**config.mk**
```make
export PLATFORM = sky130hd
export DESIGN_NAME = lsfcu_isqrt
export DESIGN_NICKNAME = d
export VERILOG_FILES = /design/src/rtl/lsfcu_isqrt.sv
export SDC_FILE = /design/constraint.sdc
export NUM_CORES = 2
export LEC_CHECK = 0
export BUFFER_PORTS_ARGS = -buffer_cell sky130_fd_sc_hd__buf_2
export CAP_MARGIN = 10
export CORE_MARGIN = 2
export CORE_UTILIZATION = 56
export DETAILED_ROUTE_END_ITERATION = 10
export HOLD_SLACK_MARGIN = 0.05
export PLACE_DENSITY = 0.84
export SLEW_MARGIN = 5
export SYNTH_ARGS = -nofsm -noshare
export SYNTH_HDL_FRONTEND = slang
export SYNTH_SLANG_ARGS = --single-unit
export TNS_END_PERCENT = 5
```
**constraint.sdc**
```tcl
create_clock -name clk -period 3.1 [get_ports clk]
set_clock_uncertainty 0.05 [all_clocks]
set_input_delay 0.31 -clock clk [delete_from_list [all_inputs] [get_ports clk]]
set_output_delay 0.31 -clock clk [all_outputs]
set_load 0.05 [all_outputs]
```
**src/rtl/lsfcu_isqrt.sv**
```systemverilog
// pipelined floor square root, one root bit per stage
`default_nettype none
module lsfcu_isqrt #(
	parameter int MW = 30
) (
	input  wire logic              clk,
	input  wire logic [2*MW-1:0]   rad,
	output logic      [MW-1:0]     root
);
	logic [MW+1:0] rem_s  [1:MW];
	logic [MW-1:0] root_s [1:MW];
	logic [2*MW-1:0] rad_s [1:MW];

	for (genvar k = 0; k < MW; k++) begin : g_stage
		logic [MW+1:0]   cur_rem;
		logic [MW-1:0]   cur_root;
		logic [2*MW-1:0] cur_rad;
		logic [MW+1:0]   pre;
		logic [MW+1:0]   trial;
		if (k == 0) begin : g_first
			assign cur_rem  = '0;
			assign cur_root = '0;
			assign cur_rad  = rad;
		end else begin : g_next
			assign cur_rem  = rem_s[k];
			assign cur_root = root_s[k];
			assign cur_rad  = rad_s[k];
		end
		assign pre   = {cur_rem[MW-1:0], cur_rad[2*MW-1 -: 2]};
		assign trial = {cur_root, 2'b01};
		always_ff @(posedge clk) begin
			rad_s[k+1] <= cur_rad << 2;
			if (pre >= trial) begin
				rem_s[k+1]  <= pre - trial;
				root_s[k+1] <= {cur_root[MW-2:0], 1'b1};
			end else begin
				rem_s[k+1]  <= pre;
				root_s[k+1] <= {cur_root[MW-2:0], 1'b0};
			end
		end
	end

	assign root = root_s[MW];
endmodule
`default_nettype wire

```
==> summary.txt <==
worst slack, placed = -0.200 ns
Routed WL = 175 mm
Syn Area/Cell = 10.2 µm²
Area growth syn-to-layout = 17.8%
power per cell area = 826 nW/µm²
Synth cell types = 86
commonest non-fill, non-tap cell in the layout = dfxtp_1
final setup vio count = 21
die height = 380 µm
Initial Util = 0.566
Post-synth EDFFs = 0
CTS tree = done
CTS Buf Count = 200
cell family with most CP delay = simple AND/OR/NAND/NOR gates
DR DRC count = 0
fin. max-slew vios = 0
final hold slack = 0.0867 ns
first-pass GRT wire length = 283 mm
Fin. Hold Viols = 0
Final Critical Period = 3.17 ns
CORE AREA = 140,000 µm²
latest clock arrival within the worst-skew pair = 0.82 ns
Worst Max-Slew Pin Slew = 0.937 ns
Clock Sink Count = 2,163
crit path cell chain = nor4_4 -> or4b_4 -> or3_4 -> or3_4 -> nor4_4 -> or4b_4 -> buf_6 -> nor2b_4 -> nand2b_1 -> xnor2_1
# rows = 137
crit path max-delay cell type = or4b_4
Die Wd = 380 µm
Filler Cell Count = 10,300
number of I/O port buffers = 90
Nets = 8,898
FFs w/ async S/R, synth = 0
number of global-route vias before repair = 56,900
ys flop type = dfxtp_1
Buf+Inv Stages, Crit Path = 1
wire per inst = 16.8 µm
final setup margin = -0.0743 ns
DRT antenna net count = 0
number of detailed-route iterations in the first pass = 9
most frequent cells in the layout = dfxtp_1 (2,159), inv_1 (613), nand2_1 (519)
vias per inst = 5.45
Max Cap Violations = 0
mapped cell area = 79,100 µm²
f_max = 315 MHz
Leak = 44.2 nW
Min-Delay Path Depth = 2
WP data arrival = 3.88 ns
Final HPWL DP = 122 mm
net count after synthesis = 8,345
critical path depth = 10
worst r2r path cells = 10
layout cells sized above 1 = 0.123
final worst path period share = 1.02
boundary pin count = 91
WP data required = 3.81 ns
Crit Path Category = flop to flop
GRT Residual Overflow = 0
htree depth = 4
Iteration-0 DRC Markers = 3,811
die area = 144,000 µm²
initial antenna violation count = 5
CP max FO = 4
GPL Wtd Cong = 0.940
Worst slew margin = 0.370
Gate Count Post-Synth = 7,787
max incr delay on CP = 0.51 ns
VDD IR max = 0.674 mV
violated checks = negative setup slack
Crit. End Element = flop
Synth Register Bits = 2,163
register area share after synthesis = 0.547
vias after detailed routing = 56,600
CTS Root Cell = clkbuf_16
CTS clk-pin slew, worst paths = 0.07 ns
Total GRT Usage = 0.235
clk buf depth = 3
status = complete, but fails checks
RSZ-0062 raised after global routing = true
largest net degree at the start of global routing = 29
HP Class = primary input to flop
total power draw = 0.0770 W
Syn. warnings = 0
Worst setup SP type = flop
==> worst register-to-register path, delay by kind of cell (launching register included) <==
| kind | cells | cell delay, ns |
|---|---|---|
| DFF | 1 | 0.35 |
| xor gates and xnor gates | 1 | 0.12 |
| and+or+nand+nor | 8 | 2.43 |
| buffers and inverters | 1 | 0.15 |
==> final timing paths <==
| kind | to | slack [ns] | startpoint |
|---|---|---|---|
| max | rem_s[0][205]$_DFF_P_ | -0.07 | rem_s[0][177]$_DFF_P_ |
| min | rad_s[0][105]$_DFF_P_ | 0.09 | rad[47] |
| max reg2reg | rem_s[0][205]$_DFF_P_ | -0.07 | rem_s[0][177]$_DFF_P_ |
| min reg2reg | rad_s[0][326]$_DFF_P_ | 0.25 | rad_s[0][266]$_DFF_P_ |
==> synth_stat cells, types with 80 or more instances <==
cell type	count	share of area
dfxtp_1	2163	0.55
inv_1	613	0.029
nand2_1	523	0.025
a21oi_1	510	0.032
ha_1	497	0.079
nor2_1	486	0.023
o21ai_0	389	0.025
xnor2_1	358	0.040
xor2_1	316	0.035
a21o_1	212	0.020
nor3_1	171	0.011
clkbuf_1	138	0.0065
nand3_1	131	0.0083
nand2b_1	104	0.0082
nand4_1	100	0.0079
o21a_1	97	0.0092
or3_1	97	0.0077
mux2_2	80	0.011
==> cells by family (layout without fill, tap and decap cells) <==
logic type / count (synthesis) / after routing / share of synthesized area
buffers and inverters: 769 / 1493 / 0.0366
AOI/OAI and AO/OA: 1592 / 1592 / 0.125
adders and majority gates: 497 / 497 / 0.0786
DFF: 2163 / 2163 / 0.547
and+or+nand+nor: 2003 / 2003 / 0.125
other: 1 / 2 / 0.0000474
muxes: 88 / 88 / 0.0124
xor gates and xnor gates: 674 / 674 / 0.0746
==> metrics by stage <==
stage                     area [µm²]  instances  utilization  TNS, ns
after global placement         83700       9884        0.599   -0.247
after CTS                      92400      10400        0.661  -0.0736
after global routing           93200      10400        0.666    -4.42
after floorplan                79100       7787            -        0
final                          93200      10400        0.666   -0.551
after detailed placement       83700       9884        0.599    -4.97
==> where the power goes <==
part | internal [W] | switching (W) | total, W | leakage, nW
sequential | 0.0325 | 0.00348 | 0.0359 | 18.1
combinational | 0.00681 | 0.00790 | 0.0147 | 22.5
clock | 0.0155 | 0.0108 | 0.0263 | 3.54
total | 0.0547 | 0.0222 | 0.0770 | 44.2
==> registers in the layout, summed over array words and instances, names as in the netlist <==
signal,cells
rad_s,870
root_s,465
rem_s,828
==> routing by layer <==
layer | GRT usage | up-vias | wire length (µm) | share of wire
met5 | 0 | - | 23 | 0.00013
li1 | - | 27800 | - | -
met4 | 0.0954 | 4 | 6440 | 0.037
met2 | 0.423 | 1657 | 87500 | 0.50
met1 | 0.280 | 26700 | 72700 | 0.42
met3 | 0.0352 | 459 | 8240 | 0.047
==> cell type report <==
type,instances,area [µm²],area share
diodes,1,2.50,0.0000268
clock buffers,264,5650,0.0606
clock inverters,109,1650,0.0177
inverters,615,2310,0.0248
multi-input cells,4855,33900,0.364
flip-flops and latches,2163,43300,0.465
well taps,1876,2350,0.0252
repair buffers,505,4040,0.0433
==> repair_timing <==
action | in CTS | in global routing
hold buffers | 107 | 0
pin swaps | 6 | 41
setup endpoints to repair | 134 | 423
gates cloned | 0 | 0
endpoints found under the hold margin | 61 | 0
resized for setup | 45 | 169
setup buffers | 13 | 10
Note: power is estimated with default switching activity, not from simulation.
