$ cat config.mk
export PLATFORM = sky130hd
export DESIGN_NAME = lsfcu_div
export DESIGN_NICKNAME = d
export VERILOG_FILES = /design/src/rtl/lsfcu_div.sv
export SDC_FILE = /design/constraint.sdc
export NUM_CORES = 2
export LEC_CHECK = 0
export ABC_AREA = 1
export BUFFER_PORTS_ARGS = -buffer_cell sky130_fd_sc_hd__buf_2
export CAP_MARGIN = 20
export CORE_ASPECT_RATIO = 0.9
export CORE_MARGIN = 2
export CORE_UTILIZATION = 25
export CTS_CLUSTER_DIAMETER = 100
export DETAILED_ROUTE_END_ITERATION = 7
export HOLD_SLACK_MARGIN = 0.03
export SYNTH_ARGS = -nofsm -noshare
export SYNTH_HDL_FRONTEND = slang
export SYNTH_SLANG_ARGS = --single-unit
$ cat constraint.sdc
create_clock -name clk -period 2.86 [get_ports clk]
set_clock_uncertainty 0.1 [all_clocks]
set_input_delay 0.143 -clock clk [delete_from_list [all_inputs] [get_ports clk]]
set_output_delay 0.143 -clock clk [all_outputs]
set_load 0.03 [all_outputs]
$ cat src/rtl/lsfcu_div.sv
// pipelined restoring divider, one quotient bit per stage, signed result
`default_nettype none
module lsfcu_div #(
	parameter int DW = 30,
	parameter int QW = 15
) (
	input  wire logic                 clk,
	input  wire logic [DW+QW-1:0]     num,
	input  wire logic [DW-1:0]        den,
	input  wire logic                 neg,
	output logic signed [QW:0]        quo
);
	localparam int NW = DW + QW;

	logic [NW-1:0] rem_s [1:QW];
	logic [DW-1:0] den_s [1:QW];
	logic [QW-1:0] q_s   [1:QW];
	logic          neg_s [1:QW];
	logic signed [QW:0] mag;

	for (genvar k = 0; k < QW; k++) begin : g_stage
		logic [NW-1:0] cur_rem;
		logic [DW-1:0] cur_den;
		logic [QW-1:0] cur_q;
		logic          cur_neg;
		logic [NW-1:0] dsh;
		if (k == 0) begin : g_first
			assign cur_rem = num;
			assign cur_den = den;
			assign cur_q   = '0;
			assign cur_neg = neg;
		end else begin : g_next
			assign cur_rem = rem_s[k];
			assign cur_den = den_s[k];
			assign cur_q   = q_s[k];
			assign cur_neg = neg_s[k];
		end
		assign dsh = NW'(cur_den) << (QW - 1 - k);
		always_ff @(posedge clk) begin
			den_s[k+1] <= cur_den;
			neg_s[k+1] <= cur_neg;
			if (cur_rem >= dsh) begin
				rem_s[k+1] <= cur_rem - dsh;
				q_s[k+1]   <= {cur_q[QW-2:0], 1'b1};
			end else begin
				rem_s[k+1] <= cur_rem;
				q_s[k+1]   <= {cur_q[QW-2:0], 1'b0};
			end
		end
	end

	assign mag = $signed({1'b0, q_s[QW]});

	// zero divisor gives zero
	always_comb begin
		if (den_s[QW] == '0) begin
			quo = '0;
		end else if (neg_s[QW]) begin
			quo = -mag;
		end else begin
			quo = mag;
		end
	end
endmodule
`default_nettype wire

==> results.cfg <==
[status]
outcome = finished, violations left
violations = DRC

[global_route]
grt_pass1_wl_um = 387000
grt_usage = 0.174
antenna_found_initial = 7
grt_pass1_vias = 63700
grt_max_degree = 37
grt_overflow = 0

[routing]
routed_wl_um = 259000
vias = 69400
wl_per_cell_um = 16.4
first_pass_iters = 8
drtAntennaViolNets = 0
via_per_inst = 4.39
drcViolationCount = 1
drt_iter0_markers = 6198

[finish]
final_common_cell = nand2_1
fin_cells = 15800
drive_gt1_frac = 0.0570
syn_to_final_growth_pct = 18.6
mostFrequentLayoutCells = nand2_1 (4455), inv_1 (2219), dfxtp_1 (1210)
nNetsFinal = 12500
n_fill_cell = 31400

[logic_synthesis]
syn-num-nets = 11900
yosysTopAreaCellShare = 0.342
syn_inst = 11400
ys_types = 46
async_reset_ff_frac = 0
synth_edf_count = 0
ys_seq_area_frac = 0.342
ys_top_cells_by_area = dfxtp_1 (34%), nand2_1 (24%), inv_1 (12%)
postSynthAreaPerCell_um2 = 6.24
ys_ff_latch = 1215
yosysTopAreaCell = dfxtp_1
ys.flop_type = dfxtp_1
syn_area_mm2 = 0.0711
yosys_warnings = 0

[critical_path]
cp-start-kind = flop
critPathKind = flop to flop
critPathCaptureType = flop
cp_max_fo = 21
cp.arrival_ns = 3.30
required_ns = 3.42

[placed_design]
post-dp-hpwl_um = 219000
port_buffers = 92
place_ws_ns = -0.161
dp_cells = 15400
gp_congestion = 0.975

[sta]
final.min_clock_period_ns = 2.74
rsz0062_at_grt = true
period_share = 0.958
setup_violations = 0
fin_ws_ns = 0.119
worst_pin_slew_ns = 0.654
hold_viol_final = 0
timing.fmax_mhz = 365
slew_headroom = 0.564
slew_violations = 0

[power_and_ir_drop]
p_seq_frac = 0.282
p_comb_frac = 0.517
p_switching_mw = 44.3
vdd_drop_max_v = 0.000673
internal_power_mw = 48.8
p_clk_frac = 0.201
swShare = 0.476
power_density_mw_per_mm2 = 1100
power_leakage_nw = 45.9

[die]
rows = 185
boundaryPins = 93
die_area_mm2 = 0.289
start_util = 0.251
coreArea_mm2 = 0.283
die_y_um = 510
die_w_um = 566

[cts]
cts_tree = yes
path_clk_slew_ns = 0.06
clk_path_buf_depth = 3
worstSkewPairLatency_ns = 0.81
cts-buffers-inserted = 138
htreeDepth = 4
cts-root-buf = clkbuf_16
numClockSinks = 1215

[hold_path]
min_path_type = input pin to flop

[run]
cap_violations = 0
cell usage after synthesis, types with 17 or more instances:
cell      count
buf_2        52
nor2_1      974
buf_4        21
nand4_1     148
nor3_1       89
buf_6        17
nand3b_1     72
dfxtp_1    1215
o21bai_1     41
inv_1      2221
nand2_1    4458
nand3_1     654
o21ai_0     173
xor2_1      191
xnor2_1      55
a21oi_1     407
ha_1        451
layout make-up:
| type | instances | area (um^2) | area share |
|---|---|---|---|
| sequential | 1215 | 24300 | 0.289 |
| clock buffer | 179 | 3860 | 0.0458 |
| timing repair buffer | 486 | 4040 | 0.0479 |
| antenna | 10 | 25.0 | 0.000297 |
| multi-input combinational | 7852 | 37900 | 0.450 |
| tap | 3740 | 4680 | 0.0555 |
| clock inverter | 70 | 1030 | 0.0122 |
| timing repair inverter | 1 | 6.26 | 0.0000742 |
| inverter | 2238 | 8430 | 0.100 |
stage by stage:
| stage | total power, mW | instance area (um^2) | setup TNS (ns) | util | hold WS (ns) |
|---|---|---|---|---|---|
| global route | 101 | 84300 | -0.807 | 0.298 | 0.0769 |
| floorplan | 57.0 | 71100 | 0 | - | 0.0707 |
| CTS | 92.6 | 84000 | 0 | 0.297 | 0.0474 |
| finish | 93.1 | 84300 | 0 | 0.298 | 0.0749 |
| detailed placement | 73.3 | 77500 | -4.49 | 0.274 | 0.164 |
| global placement | 73.2 | 77500 | -5.88 | 0.274 | 0.163 |
critical path, cell delays in order, from the launching register on:
cell and delay, ns:
dfxtp_1 0.43, inv_1 0.07, ha_1 0.36, nand2_1 0.13
nor2_1 0.25, nand3_1 0.11, nor2_1 0.30, and3_1 0.25
nor2_1 0.06, nand2_2 0.09, buf_4 0.29, o21ai_0 0.14
sequential cells by signal (all words and copies together), names as in the netlist:
signal and flops:
neg_s 15, den_s 450, q_s 120, rem_s 630
cells by family (layout without fill, tap and decap cells):
logic type,Yosys count,count (layout),synth area share
flip-flops,1215,1215,0.342
adder cells (fa/ha/maj),465,465,0.0834
XOR/XNOR,246,246,0.0303
buffers and inverters,2331,2974,0.127
AO/OA/AOI/OAI,661,661,0.0493
other,0,10,0
AND/OR/NAND/NOR,6477,6480,0.368
per-layer routing:
layer,share of wire,GRT usage
met1,0.47,0.245
met2,0.43,0.275
met3,0.074,0.0284
met4,0.025,0.0452
met5,0,0
power groups by stage:
stage	combinational, mW	sequential, mW	clock [mW]
floorplan	33.1	23.9	0
global placement	46.6	26.6	0
detailed placement	46.7	26.6	0
CTS	47.2	26.2	19.2
global route	54.1	26.5	19.9
finish	48.1	26.2	18.7
worst paths after layout:
check                                           start                     to  slack [ns]  depth (start not counted)
worst max register to register  den_s[0][125]$_DFF_P_  rem_s[0][235]$_DFF_P_        0.12                         11
worst min-delay path                          num[42]   rem_s[0][87]$_DFF_P_        0.07                          4
worst max-delay path            den_s[0][125]$_DFF_P_  rem_s[0][235]$_DFF_P_        0.12                         11
worst min register to register     q_s[0][91]$_DFF_P_    q_s[0][107]$_DFF_P_        0.21                          0
timing repair:
item	in CTS	in global routing
gates cloned	1	3
hold buffers	150	0
buffers inserted	0	5
resized for setup	9	84
hold endpoints to repair	77	0
setup endpoints to repair	81	187
pin swaps	1	6
Note: power is estimated with default switching activity, not from simulation.
